File: src/sv/grid_path_move_engine_defines.svh
// Assertion macros shared by the grid path move engine modules.
// Depends on nothing; the including module supplies clk and rst_n.
`ifndef GRID_PATH_MOVE_ENGINE_DEFINES_SVH
`define GRID_PATH_MOVE_ENGINE_DEFINES_SVH
`ifndef SYNTHESIS
`define GPME_ASSERT(lbl, prop, msg) \
  lbl: assert property (@(posedge clk) disable iff (!rst_n) prop) else $error(msg);
`define GPME_ASSERT_NEXT(lbl, ante, cons, msg) \
  lbl: assert property (@(posedge clk) disable iff (!rst_n) (ante) |=> (cons)) else $error(msg);
`else
`define GPME_ASSERT(lbl, prop, msg)
`define GPME_ASSERT_NEXT(lbl, ante, cons, msg)
`endif
`endif

File: src/sv/gpme_pkg.sv
// Shared codes and types for the grid path move engine.
// No dependencies; imported by gpme_search and the top level.
package gpme_pkg;

  localparam int CFG_W = 5;

  localparam logic [1:0] CMD_WRITE = 2'd0;
  localparam logic [1:0] CMD_MOVE  = 2'd1;
  localparam logic [1:0] CMD_READ  = 2'd2;

  localparam logic [1:0] STS_DONE         = 2'd0;
  localparam logic [1:0] STS_OCCUPIED     = 2'd1;
  localparam logic [1:0] STS_NO_PATH      = 2'd2;
  localparam logic [1:0] STS_OUT_OF_RANGE = 2'd3;

  localparam logic CFG_ROW_COUNT = 1'b0;
  localparam logic CFG_COL_COUNT = 1'b1;

  localparam logic [CFG_W-1:0] COUNT_RESET = 5'd9;

  typedef struct packed {
    logic done;
    logic found;
  } srch_stat_t;

endpackage

File: src/sv/grid_path_move_engine.sv
// Top level of the grid path move engine: command sequencer, size registers, grid memory.
// Depends on gpme_pkg, gpme_search and grid_path_move_engine_defines.svh.
`include "grid_path_move_engine_defines.svh"
// Requests are taken when start is high and busy is low, one at a time. A write request
// completes in the accepting cycle and busy stays low; its result strobes in the next cycle.
// A read answers from the grid memory's registered read port. A move that fails on range
// answers like a write; one that meets an occupied target, or whose source equals its
// target, answers once the target colour is read. Otherwise it runs a breadth-first
// search held in the search unit's own memories: a clear of the mark memory
// (MAX_ROWS*MAX_COLS rounded up to powers of two), then a pop of each queued cell and a
// look at each in-area neighbour; a successful move then copies the colour and empties
// the source. After reset the grid memory is cleared one cell a cycle with busy high;
// size register writes are taken throughout.
// Each result is shown for exactly one cycle on out_valid: take it then, there is no stall.
module grid_path_move_engine
  import gpme_pkg::*;
#(
  parameter int MAX_ROWS = 16,
  parameter int MAX_COLS = 16,
  parameter int COLOR_BITS = 4
) (
  input  logic             clk,
  input  logic             rst_n,
  input  logic             cfg_we,
  input  logic             cfg_index,
  input  logic [CFG_W-1:0] cfg_data,
  input  logic             start,
  output logic             busy,
  input  logic [1:0]       in_cmd,
  input  logic [3:0]       in_from_row,
  input  logic [3:0]       in_from_col,
  input  logic [3:0]       in_to_row,
  input  logic [3:0]       in_to_col,
  input  logic [3:0]       in_color,
  output logic             out_valid,
  output logic [1:0]       out_status,
  output logic [3:0]       out_cell_color
);

  localparam int RB = $clog2(MAX_ROWS);
  localparam int CB = $clog2(MAX_COLS);
  localparam int AW = RB + CB;
  localparam int DEPTH = 1 << AW;

  localparam logic [2:0] ST_CLR  = 3'd0;
  localparam logic [2:0] ST_IDLE = 3'd1;
  localparam logic [2:0] ST_RD   = 3'd2;
  localparam logic [2:0] ST_TGT  = 3'd3;
  localparam logic [2:0] ST_SRCH = 3'd4;
  localparam logic [2:0] ST_SRC  = 3'd5;
  localparam logic [2:0] ST_MOVE = 3'd6;

  logic [2:0]       state_r, state_nxt;
  logic [AW-1:0]    clr_addr_r, clr_addr_nxt;
  logic [CFG_W-1:0] row_cnt_r, col_cnt_r;
  logic [AW-1:0]    src_r, src_nxt, tgt_r, tgt_nxt;
  logic             out_valid_r, out_valid_nxt;
  logic [1:0]       out_status_r, out_status_nxt;
  logic [3:0]       out_color_r, out_color_nxt;

  logic [COLOR_BITS-1:0] grid_mem [DEPTH];
  logic [COLOR_BITS-1:0] grid_rdata;
  logic                  grid_we;
  logic [AW-1:0]         grid_waddr, grid_raddr;
  logic [COLOR_BITS-1:0] grid_wdata;

  logic [7:0]    used_rows, used_cols;
  logic [7:0]    fr8, fc8, tr8, tc8, color8, rd8;
  logic          from_in, to_in;
  logic [AW-1:0] from_addr, to_addr;

  logic          srch_start;
  logic [AW-1:0] srch_raddr;
  srch_stat_t    srch_stat;

  // used sizes saturate at the grid's capacity; zero leaves no cell in use
  assign used_rows = (8'(row_cnt_r) > 8'(MAX_ROWS)) ? 8'(MAX_ROWS) : 8'(row_cnt_r);
  assign used_cols = (8'(col_cnt_r) > 8'(MAX_COLS)) ? 8'(MAX_COLS) : 8'(col_cnt_r);

  assign fr8 = 8'(in_from_row);
  assign fc8 = 8'(in_from_col);
  assign tr8 = 8'(in_to_row);
  assign tc8 = 8'(in_to_col);
  assign color8 = 8'(in_color);
  assign rd8 = 8'(grid_rdata);

  assign from_in = (fr8 < used_rows) && (fc8 < used_cols);
  assign to_in = (tr8 < used_rows) && (tc8 < used_cols);
  // in-area coordinates always fit the address fields
  assign from_addr = {fr8[RB-1:0], fc8[CB-1:0]};
  assign to_addr = {tr8[RB-1:0], tc8[CB-1:0]};

  always_comb begin
    state_nxt = state_r;
    clr_addr_nxt = clr_addr_r;
    src_nxt = src_r;
    tgt_nxt = tgt_r;
    out_valid_nxt = 1'b0;
    out_status_nxt = out_status_r;
    out_color_nxt = out_color_r;
    grid_we = 1'b0;
    grid_waddr = clr_addr_r;
    grid_wdata = '0;
    grid_raddr = from_addr;
    srch_start = 1'b0;
    case (state_r)
      ST_CLR: begin
        // sweep the grid to empty, one cell a cycle
        grid_we = 1'b1;
        clr_addr_nxt = clr_addr_r + AW'(1);
        if (clr_addr_r == AW'(DEPTH - 1)) begin
          state_nxt = ST_IDLE;
        end
      end
      ST_IDLE: begin
        if (start) begin
          out_color_nxt = '0;
          out_status_nxt = STS_DONE;
          src_nxt = from_addr;
          tgt_nxt = to_addr;
          case (in_cmd)
            CMD_WRITE: begin
              out_valid_nxt = 1'b1;
              if (from_in) begin
                grid_we = 1'b1;
                grid_waddr = from_addr;
                grid_wdata = color8[COLOR_BITS-1:0];
              end else begin
                out_status_nxt = STS_OUT_OF_RANGE;
              end
            end
            CMD_READ: begin
              if (from_in) begin
                state_nxt = ST_RD;
              end else begin
                out_valid_nxt = 1'b1;
                out_status_nxt = STS_OUT_OF_RANGE;
              end
            end
            CMD_MOVE: begin
              grid_raddr = to_addr;
              if (from_in && to_in) begin
                state_nxt = ST_TGT;
              end else begin
                out_valid_nxt = 1'b1;
                out_status_nxt = STS_OUT_OF_RANGE;
              end
            end
            default: begin
              out_valid_nxt = 1'b1;
            end
          endcase
        end
      end
      ST_RD: begin
        out_valid_nxt = 1'b1;
        out_color_nxt = rd8[3:0];
        state_nxt = ST_IDLE;
      end
      ST_TGT: begin
        // target colour is on the read port now
        if (grid_rdata != '0) begin
          out_valid_nxt = 1'b1;
          out_status_nxt = STS_OCCUPIED;
          state_nxt = ST_IDLE;
        end else if (src_r == tgt_r) begin
          out_valid_nxt = 1'b1;
          state_nxt = ST_IDLE;
        end else begin
          srch_start = 1'b1;
          state_nxt = ST_SRCH;
        end
      end
      ST_SRCH: begin
        grid_raddr = srch_raddr;
        if (srch_stat.done) begin
          if (srch_stat.found) begin
            grid_raddr = src_r;
            state_nxt = ST_SRC;
          end else begin
            out_valid_nxt = 1'b1;
            out_status_nxt = STS_NO_PATH;
            state_nxt = ST_IDLE;
          end
        end
      end
      ST_SRC: begin
        // copy the source colour to the target
        grid_we = 1'b1;
        grid_waddr = tgt_r;
        grid_wdata = grid_rdata;
        state_nxt = ST_MOVE;
      end
      ST_MOVE: begin
        grid_we = 1'b1;
        grid_waddr = src_r;
        out_valid_nxt = 1'b1;
        state_nxt = ST_IDLE;
      end
      default: begin
        state_nxt = ST_IDLE;
      end
    endcase
  end

  always_ff @(posedge clk) begin
    if (grid_we) begin
      grid_mem[grid_waddr] <= grid_wdata;
    end
    grid_rdata <= grid_mem[grid_raddr];
  end

  always_ff @(posedge clk) begin
    if (!rst_n) begin
      state_r <= ST_CLR;
      clr_addr_r <= '0;
      row_cnt_r <= COUNT_RESET;
      col_cnt_r <= COUNT_RESET;
      out_valid_r <= 1'b0;
    end else begin
      state_r <= state_nxt;
      clr_addr_r <= clr_addr_nxt;
      out_valid_r <= out_valid_nxt;
      if (cfg_we) begin
        case (cfg_index)
          CFG_ROW_COUNT: row_cnt_r <= cfg_data;
          CFG_COL_COUNT: col_cnt_r <= cfg_data;
          default: begin
          end
        endcase
      end
    end
  end

  always_ff @(posedge clk) begin
    src_r <= src_nxt;
    tgt_r <= tgt_nxt;
    out_status_r <= out_status_nxt;
    out_color_r <= out_color_nxt;
  end

  gpme_search #(
    .RB(RB),
    .CB(CB),
    .COLOR_BITS(COLOR_BITS)
  ) u_search (
    .clk(clk),
    .rst_n(rst_n),
    .start(srch_start),
    .src(src_r),
    .tgt(tgt_r),
    .used_rows(used_rows),
    .used_cols(used_cols),
    .grid_raddr(srch_raddr),
    .grid_rdata(grid_rdata),
    .stat(srch_stat)
  );

  assign busy = (state_r != ST_IDLE);
  assign out_valid = out_valid_r;
  assign out_status = out_status_r;
  assign out_cell_color = out_color_r;

  `GPME_ASSERT(a_result_in_idle, out_valid_r |-> state_r == ST_IDLE, "result outside idle")
  `GPME_ASSERT(a_color_only_done, out_valid_r && out_color_r != 4'd0 |-> out_status_r == STS_DONE, "colour with failure status")
  `GPME_ASSERT(a_search_owned, srch_stat.done |-> state_r == ST_SRCH, "search finished unexpectedly")

endmodule

File: src/sv/gpme_search.sv
// Breadth-first reachability search over the grid, with its own mark and queue memories.
// Depends on gpme_pkg and grid_path_move_engine_defines.svh; reads the grid through a port.
`include "grid_path_move_engine_defines.svh"
module gpme_search
  import gpme_pkg::*;
#(
  parameter int RB = 4,
  parameter int CB = 4,
  parameter int COLOR_BITS = 4
) (
  input  logic                  clk,
  input  logic                  rst_n,
  input  logic                  start,
  input  logic [RB+CB-1:0]      src,
  input  logic [RB+CB-1:0]      tgt,
  input  logic [7:0]            used_rows,
  input  logic [7:0]            used_cols,
  output logic [RB+CB-1:0]      grid_raddr,
  input  logic [COLOR_BITS-1:0] grid_rdata,
  output srch_stat_t            stat
);

  localparam int AW = RB + CB;
  localparam int DEPTH = 1 << AW;

  localparam logic [2:0] S_IDLE = 3'd0;
  localparam logic [2:0] S_CLR  = 3'd1;
  localparam logic [2:0] S_SEED = 3'd2;
  localparam logic [2:0] S_POP  = 3'd3;
  localparam logic [2:0] S_CUR  = 3'd4;
  localparam logic [2:0] S_NB   = 3'd5;
  localparam logic [2:0] S_CHK  = 3'd6;

  localparam logic [1:0] DIR_UP    = 2'd0;
  localparam logic [1:0] DIR_DOWN  = 2'd1;
  localparam logic [1:0] DIR_LEFT  = 2'd2;
  localparam logic [1:0] DIR_RIGHT = 2'd3;

  logic [2:0]    st_r, st_nxt;
  logic [AW-1:0] addr_r, addr_nxt;
  logic [AW:0]   head_r, head_nxt, tail_r, tail_nxt;
  logic [AW-1:0] cur_r, cur_nxt, nb_r, nb_nxt;
  logic [1:0]    dir_r, dir_nxt;
  srch_stat_t    stat_r, stat_nxt;

  logic          reached_mem [DEPTH];
  logic [AW-1:0] queue_mem [DEPTH];
  logic          reached_q;
  logic [AW-1:0] queue_q;

  logic          rch_we, rch_wdata;
  logic [AW-1:0] rch_waddr, rch_raddr;
  logic          q_we;
  logic [AW-1:0] q_waddr, q_wdata, q_raddr;

  logic [RB-1:0] cur_row;
  logic [CB-1:0] cur_col;
  logic [7:0]    row8, col8;
  logic          nb_ok;
  logic [AW-1:0] nb_c;
  logic          adv;

  assign cur_row = cur_r[AW-1:CB];
  assign cur_col = cur_r[CB-1:0];
  assign row8 = 8'(cur_row);
  assign col8 = 8'(cur_col);

  // neighbour of the current cell in the current direction, and whether it lies in the area
  always_comb begin
    nb_ok = 1'b0;
    nb_c = cur_r;
    case (dir_r)
      DIR_UP: begin
        nb_ok = (row8 != 8'd0);
        nb_c = {cur_row - RB'(1), cur_col};
      end
      DIR_DOWN: begin
        nb_ok = ((row8 + 8'd1) < used_rows);
        nb_c = {cur_row + RB'(1), cur_col};
      end
      DIR_LEFT: begin
        nb_ok = (col8 != 8'd0);
        nb_c = {cur_row, cur_col - CB'(1)};
      end
      DIR_RIGHT: begin
        nb_ok = ((col8 + 8'd1) < used_cols);
        nb_c = {cur_row, cur_col + CB'(1)};
      end
      default: begin
        nb_ok = 1'b0;
      end
    endcase
  end

  assign grid_raddr = nb_c;

  always_comb begin
    st_nxt = st_r;
    addr_nxt = addr_r;
    head_nxt = head_r;
    tail_nxt = tail_r;
    cur_nxt = cur_r;
    nb_nxt = nb_r;
    dir_nxt = dir_r;
    stat_nxt = stat_r;
    stat_nxt.done = 1'b0;
    rch_we = 1'b0;
    rch_waddr = addr_r;
    rch_wdata = 1'b0;
    rch_raddr = nb_c;
    q_we = 1'b0;
    q_waddr = tail_r[AW-1:0];
    q_wdata = nb_r;
    q_raddr = head_r[AW-1:0];
    adv = 1'b0;
    case (st_r)
      S_IDLE: begin
        if (start) begin
          addr_nxt = '0;
          st_nxt = S_CLR;
        end
      end
      S_CLR: begin
        rch_we = 1'b1;
        addr_nxt = addr_r + AW'(1);
        if (addr_r == AW'(DEPTH - 1)) begin
          st_nxt = S_SEED;
        end
      end
      S_SEED: begin
        rch_we = 1'b1;
        rch_waddr = src;
        rch_wdata = 1'b1;
        q_we = 1'b1;
        q_waddr = '0;
        q_wdata = src;
        head_nxt = '0;
        tail_nxt = (AW+1)'(1);
        st_nxt = S_POP;
      end
      S_POP: begin
        if (head_r == tail_r) begin
          stat_nxt.done = 1'b1;
          stat_nxt.found = 1'b0;
          st_nxt = S_IDLE;
        end else begin
          st_nxt = S_CUR;
        end
      end
      S_CUR: begin
        cur_nxt = queue_q;
        dir_nxt = DIR_UP;
        st_nxt = S_NB;
      end
      S_NB: begin
        if (nb_ok) begin
          nb_nxt = nb_c;
          st_nxt = S_CHK;
        end else begin
          adv = 1'b1;
        end
      end
      S_CHK: begin
        adv = 1'b1;
        if (!reached_q && grid_rdata == '0) begin
          if (nb_r == tgt) begin
            adv = 1'b0;
            stat_nxt.done = 1'b1;
            stat_nxt.found = 1'b1;
            st_nxt = S_IDLE;
          end else begin
            rch_we = 1'b1;
            rch_waddr = nb_r;
            rch_wdata = 1'b1;
            q_we = 1'b1;
            tail_nxt = tail_r + (AW+1)'(1);
          end
        end
      end
      default: begin
        st_nxt = S_IDLE;
      end
    endcase
    // step to the next direction, or drop the current cell after the last one
    if (adv) begin
      if (dir_r == DIR_RIGHT) begin
        head_nxt = head_r + (AW+1)'(1);
        st_nxt = S_POP;
      end else begin
        dir_nxt = dir_r + 2'd1;
        st_nxt = S_NB;
      end
    end
  end

  always_ff @(posedge clk) begin
    if (rch_we) begin
      reached_mem[rch_waddr] <= rch_wdata;
    end
    reached_q <= reached_mem[rch_raddr];
    if (q_we) begin
      queue_mem[q_waddr] <= q_wdata;
    end
    queue_q <= queue_mem[q_raddr];
  end

  always_ff @(posedge clk) begin
    if (!rst_n) begin
      st_r <= S_IDLE;
      stat_r <= '0;
      head_r <= '0;
      tail_r <= '0;
    end else begin
      st_r <= st_nxt;
      stat_r <= stat_nxt;
      head_r <= head_nxt;
      tail_r <= tail_nxt;
    end
  end

  always_ff @(posedge clk) begin
    addr_r <= addr_nxt;
    cur_r <= cur_nxt;
    nb_r <= nb_nxt;
    dir_r <= dir_nxt;
  end

  assign stat = stat_r;

  `GPME_ASSERT(a_head_le_tail, head_r <= tail_r, "search queue head passed tail")
  `GPME_ASSERT(a_tail_bound, tail_r <= (AW+1)'(DEPTH), "search queue overflow")
  `GPME_ASSERT_NEXT(a_done_idle, stat_nxt.done, st_r == S_IDLE, "search done outside idle")

endmodule

File: config.mk
export PLATFORM = sky130hd
export DESIGN_NAME = grid_path_move_engine
export DESIGN_NICKNAME = d
export VERILOG_FILES = /design/src/sv/gpme_pkg.sv /design/src/sv/grid_path_move_engine.sv /design/src/sv/gpme_search.sv
export VERILOG_INCLUDE_DIRS = /design/src /design/src/sv
export SDC_FILE = /design/constraint.sdc
export NUM_CORES = 2
export LEC_CHECK = 0
export BUFFER_PORTS_ARGS = -buffer_cell sky130_fd_sc_hd__buf_2
export CAP_MARGIN = 20
export CORE_AREA = 2 2 499 625
export DETAILED_ROUTE_END_ITERATION = 12
export DIE_AREA = 0 0 501 627
export GPL_ROUTABILITY_DRIVEN = 0
export RECOVER_POWER = 100
export SYNTH_ARGS = -nofsm -noshare
export SYNTH_HDL_FRONTEND = slang
export SYNTH_SLANG_ARGS = --single-unit
File: constraint.sdc
create_clock -name clk -period 8.45 [get_ports clk]
set_input_delay 0.4225 -clock clk [delete_from_list [all_inputs] [get_ports clk]]
set_output_delay 0.4225 -clock clk [all_outputs]
set_load 0.02 [all_outputs]
; Yosys cells after proc, flatten, opt, wreduce, memory -nomap -nowiden
; Memory sizes are Yosys's and may differ from the RTL's. A register that Yosys moved wholly into a read port is not among the register bits.
; Cells that the tools add are included.
[classes]
addsub = 11
mul = 0
n_div = 0
order_cmp = 8
eq_ne = 41
shifts = 0
n_mux = 95
bitwise = 1
reduce_logical = 33
[op_table]
columns = operator, count
row1 = $mux 8, 12
row2 = $mux 3, 16
row3 = $pmux 8 s2, 3
row4 = $mux 9, 5
row5 = $pmux 8 s4, 1
row6 = $mux 2, 12
row7 = $pmux 8 s3, 1
row8 = $mux 1, 23
row9 = $pmux 3 s7, 1
row10 = $lt 4x5->1, 4
row11 = $add 9x1->9 const B, 2
row12 = $eq 3x3->1 const B, 6
row13 = $pmux 9 s2, 1
row14 = $add 8x1->8 const B, 2
row15 = $eq 8x8->1, 2
row16 = $eq 8x8->1 const B, 2
row17 = $lt 8x5->1, 2
row18 = $mux 4, 4
row19 = $pmux 4 s2, 2
row20 = $reduce_bool 8->1, 2
row21 = $ne 3x1->1 const B, 5
row22 = $pmux 3 s5, 1
row23 = $eq 3x2->1 const B, 4
row24 = $ne 2x2->1 const B, 6
row25 = 34 further kinds, 70
[word_totals]
regBits = 93
latch_bits = 0
ram_bits = 3328
rom_bits = 0
in_bits = 32
mem_count = 3
[mem_list]
columns = memory, depth, width, read_ports, rd_clocked_by_memory_dff, write_ports, line
row1 = u_search.queue_mem, 256, 8, 1, 1, 1, gpme_search.sv:47  ; logic [AW-1:0] queue_mem [DEPTH];
row2 = grid_mem, 256, 4, 1, 1, 1, grid_path_move_engine.sv:61  ; logic [COLOR_BITS-1:0] grid_mem [DEPTH];
row3 = u_search.reached_mem, 256, 1, 1, 1, 1, gpme_search.sv:46  ; logic reached_mem [DEPTH];

; Logic depth before layout (Yosys ltp)
[logic_depth]
depth_word = 10
mapped_depth = 17

; Modules after synthesis
; A second synthesis with hierarchy kept.
[unflattened]
cells_unflattened = 7934
area_unflattened_um2 = 139347.4
[by_module_without_submodules]
columns = mod, instances, cells_each, area_each_um2, seq_area_each_um2
row1 = gpme_search, 1, 4556, 94114.0, 70587.7
row2 = grid_path_move_engine, 1, 3378, 45233.4, 31930.6

; Worst setup path after synthesis
; Ideal clock, no wire load.
[synth_path]
path_type = reg-to-reg
startpoint = register row_cnt_r[4]
endpoint = memory grid_mem[0][0], data pin
setup_ns = 1.389
arrival_ns = 7.822
required_time_ns = 7.061
slack_ns = -0.761
stages_incl_launch_ff = 12
synth_period_minus_slack_ns = 9.211
path_cell_list = dfxtp_1 -> inv_1 -> nand2_1 -> ha_1 -> a21o_1 -> a21o_1 -> a21oi_1 -> o221ai_1 -> clkbuf_1 -> nor3b_1 -> a21oi_1 -> nor2_1
[synth_via]
elab_chain_cells = 8
[synth_rtl]
columns = item, line
row1 = from (decl), grid_path_move_engine.sv:55  ; logic [CFG_W-1:0] row_cnt_r, col_cnt_r;
row2 = from (signal assigned), grid_path_move_engine.sv:226  ; CFG_ROW_COUNT: row_cnt_r <= cfg_data;
row3 = $gt 5x5->1, grid_path_move_engine.sv:77  ; assign used_rows = (8'(row_cnt_r) > 8'(MAX_ROWS)) ? 8'(MAX_ROWS) : 8'(row_cnt_r);
row4 = $mux 5 (*), grid_path_move_engine.sv:77
row5 = $lt 4x5->1 (*), grid_path_move_engine.sv:87  ; assign from_in = (fr8 < used_rows) && (fc8 < used_cols);
row6 = $logic_and 1x1->1 (*), grid_path_move_engine.sv:87
row7 = $mux 4 (*), grid_path_move_engine.sv:124  ; if (from_in) begin
row8 = $mux 4 (*), grid_path_move_engine.sv:121  ; case (in_cmd)
row9 = $mux 4 (*), grid_path_move_engine.sv:116  ; if (start) begin
row10 = $pmux 4 s2 (*), grid_path_move_engine.sv:106  ; case (state_r)
row11 = via grid_wdata[0], grid_path_move_engine.sv:65  ; logic [COLOR_BITS-1:0] grid_wdata;
row12 = to (decl), grid_path_move_engine.sv:61
; Mark *: on every way through the listed nets, which the timed path passes. The rest lies on a longest branch.

==> results.cfg <==
[run_status]
status = finished, violations left
violations = capacitance limit, slew limit

[clocking]
cts.clk_slew.worst_paths_ps = 60
postCtsSetupRepairBufs = 0
cts-root-buf = clkbuf_16
numCtsBuffers = 345
cts_resized = 0
clockBufferDepth = 4
cts.sinks = 3434
clock_latency_ps = 920
htreeDepth = 5
cts_tree = built

[power]
irDropWorstVdd_mv = 0.186
leakage_uw = 0.0468
finalPower_uw = 36000
cellPowerDensity_mw_per_mm2 = 235

[drt]
num_vias = 73900
wl_per_cell_um = 29.5
drtAntennaViolNets = 0
viasPerCell = 6.06
drt-initial-drc-count = 8195
wl_um = 360000
drtPass1Iterations = 6
drcViolationCount = 0

[placed_design]
placed_area_mm2 = 0.143
port_buffers = 39
hpwl_um = 214000

[critical_path]
r2r-start = u_search.head_r[1]
cp_max_fo = 41
crit_path_end_kind = flop
r2r_slack_ps = 1390
start_kind = flop
path_class = flop to flop
cp.required_ps = 9160
arrival_ps = 7770
r2r_cells = 6
reg2reg_to = u_search.queue_q[0]

[grt]
grt_pass1_wl_um = 522000
grt_usage = 0.227
grt_start_max_net_pins = 213
antenna_found_initial = 12
grt_pass1_vias = 74700
grt_remaining_overflow = 0

[logic_synthesis]
postSynth.asyncResetShare = 0
synth_warnings = 0
mappedNetlistArea_mm2 = 0.138
synth_cell_types = 88
synth-seq-cells = 3434
ys_seq_area_frac = 0.742
dominantRegCellSynth = edfxtp_1
synth-edff-count = 3374
syn_inst = 7834
syn_nets = 7908
synth.avg_cell_area_um2 = 17.6

[min_path]
hold_path.class = primary input to flop
hp-start = start
min_to = out_cell_color[1]
min_path_cells = 3

[timing]
hold_violations = 0
setup_viol = 0
tightestPinTransition_ps = 4440
skew_ps = 125
slew_violations = 2804
tns_ps = 0
max_freq_mhz = 142
period_needed_ps = 7060
rsz0062_at_grt = no
slew_headroom = -1.96
fin_crit_sh = 0.835

[layout]
drive_gt1_frac = 0.173
syn2layout_area_growth_pct = 10.9
design_area_mm2 = 0.153
fillers = 25100
nets = 7972
fin_util = 0.498

[die]
start_util = 0.449
dieHeight_um = 627
coreArea_mm2 = 0.308
die_area_mm2 = 0.314
die_w_um = 501
rows = 228
boundaryPins = 40

[run]
cap_violations = 48
==> stage by stage <==
stage	cells	setup slack, ps	hold WS [ps]
CTS	12200	2750	127
global placement	11500	2850	394
floorplan	7834	1990	386
global route	12200	1240	181
detailed placement	11500	2730	395
finish	12200	1390	202
==> worst max-delay path by stage <==
stage	startpoint	end	slack, ps	cells past startpoint
6_report	u_search.head_r[1]	u_search.queue_q[0]	1390	6
2_1_floorplan	row_cnt_r[4]	grid_mem[0][0]	1990	11
3_5_place_dp	u_search.dir_r[0]	grid_rdata[0]	2730	14
5_1_grt	u_search.st_r[2]	u_search.queue_mem[215][2]	1240	6
3_3_place_gp	u_search.dir_r[0]	grid_rdata[1]	2850	15
4_1_cts	u_search.dir_r[0]	grid_rdata[0]	2750	14
==> synthesized netlist by cell type, drive strengths merged, types with 6 or more instances <==
library cell / number / area share
edfxtp: 3374 / 0.73
nor2: 889 / 0.024
nand2: 842 / 0.023
mux4: 775 / 0.13
nand3: 292 / 0.011
clkbuf: 262 / 0.0071
buf: 224 / 0.0080
a21oi: 160 / 0.0058
mux2i: 111 / 0.0080
and3: 94 / 0.0043
a31oi: 89 / 0.0040
a211oi: 66 / 0.0037
dfxtp: 60 / 0.0087
o21ai: 55 / 0.0020
ha: 40 / 0.0036
o22ai: 37 / 0.0017
nand4: 35 / 0.0016
nor3: 35 / 0.0015
xor2: 28 / 0.0018
a22oi: 27 / 0.0015
a21o: 26 / 0.0014
xnor2: 26 / 0.0016
nor4: 25 / 0.0011
inv: 24 / 0.00065
a221oi: 19 / 0.0012
nand2b: 17 / 0.00077
a311oi: 15 / 0.00095
a32oi: 14 / 0.00089
and2: 12 / 0.00054
or3: 11 / 0.00050
o211ai: 10 / 0.00054
or2: 9 / 0.00041
nor2b: 8 / 0.00036
a41oi: 7 / 0.00044
nor3b: 7 / 0.00045
o2bb2a: 7 / 0.00051
o2bb2ai: 7 / 0.00044
or3b: 7 / 0.00044
mux2: 6 / 0.00049
nand3b: 6 / 0.00033
==> power breakdown <==
group,internal (uW),total (uW),switching [uW],leakage (uW)
Combinational,635,2470,1840,0.0106
Clock,8130,14500,6370,0.00512
Sequential,18900,19000,64.6,0.0312
Total,27700,36000,8280,0.0468
==> what timing repair did <==
action | in CTS | in global routing
hold endpoints to repair | 30 | 0
endpoints found under the setup margin | 0 | 0
hold buffers | 28 | 0
==> cell type report <==
| class | instances | area (um^2) | share of cell area |
|---|---|---|---|
| clock inverters | 170 | 1270 | 0.00831 |
| repair buffers | 203 | 1540 | 0.0100 |
| inverters | 25 | 98.8 | 0.000645 |
| diodes | 9 | 22.5 | 0.000147 |
| multi-input cells | 3889 | 33600 | 0.219 |
| clock buffers | 440 | 9180 | 0.0599 |
| well taps | 4025 | 5040 | 0.0329 |
| flip-flops and latches | 3434 | 103000 | 0.669 |
==> flip-flops by register name (all words and copies together), names as in the netlist, 2 cells and up <==
signal,count
u_search.nb_r,8
u_search.dir_r,2
u_search.stat,2
out_status,2
u_search.head_r,9
grid_rdata,4
grid_mem,1024
src_r,8
out_cell_color,4
u_search.tail_r,9
u_search.cur_r,8
tgt_r,8
u_search.reached_mem,256
u_search.queue_mem,2048
u_search.st_r,3
row_cnt_r,5
u_search.queue_q,8
col_cnt_r,5
state_r,3
clr_addr_r,8
u_search.addr_r,8
==> placed cells by master, fill, tap and decap left out, types with 53 or more instances in the layout <==
cell / Yosys / layout
edfxtp_1: 3374 / 3374
nor2_1: 887 / 879
nand2_1: 838 / 823
mux4_2: 775 / 775
clkbuf_16: 0 / 352
nand3_1: 292 / 288
a21oi_1: 159 / 159
clkbuf_1: 261 / 151
mux2i_1: 111 / 111
and3_1: 94 / 94
a31oi_1: 89 / 89
clkinv_1: 1 / 75
a211oi_1: 64 / 64
buf_4: 14 / 62
clkinv_2: 0 / 56
dfxtp_1: 60 / 56
o21ai_0: 53 / 53
==> critical path, cell delays in order, from the launching register on <==
cell	delay, ps
dfxtp_1	1260
clkbuf_1	2100
clkbuf_2	1220
mux4_2	460
mux4_2	550
mux4_2	590
mux4_2	580
==> cell families (layout without fill, tap and decap cells) <==
| family | count (synthesis) | count (layout) | synth area share |
|---|---|---|---|
| flops | 3434 | 3434 | 0.742 |
| fa+ha+maj | 42 | 42 | 0.00391 |
| compound gates | 600 | 600 | 0.0290 |
| xor+xnor | 54 | 54 | 0.00342 |
| buf+inv | 511 | 838 | 0.0158 |
| simple gates | 2301 | 2301 | 0.0708 |
| mux | 892 | 892 | 0.135 |
| other cells | 0 | 9 | 0 |
==> layer usage <==
metal  global-route usage  vias up  wire length, um
met5                    0        -               13
met4               0.0846        2            14200
li1                     -    31100                -
met3               0.0342      703            25400
met2                0.379     3217           180000
met1                0.301    38800           140000
Power figures use the tool's default switching activity.
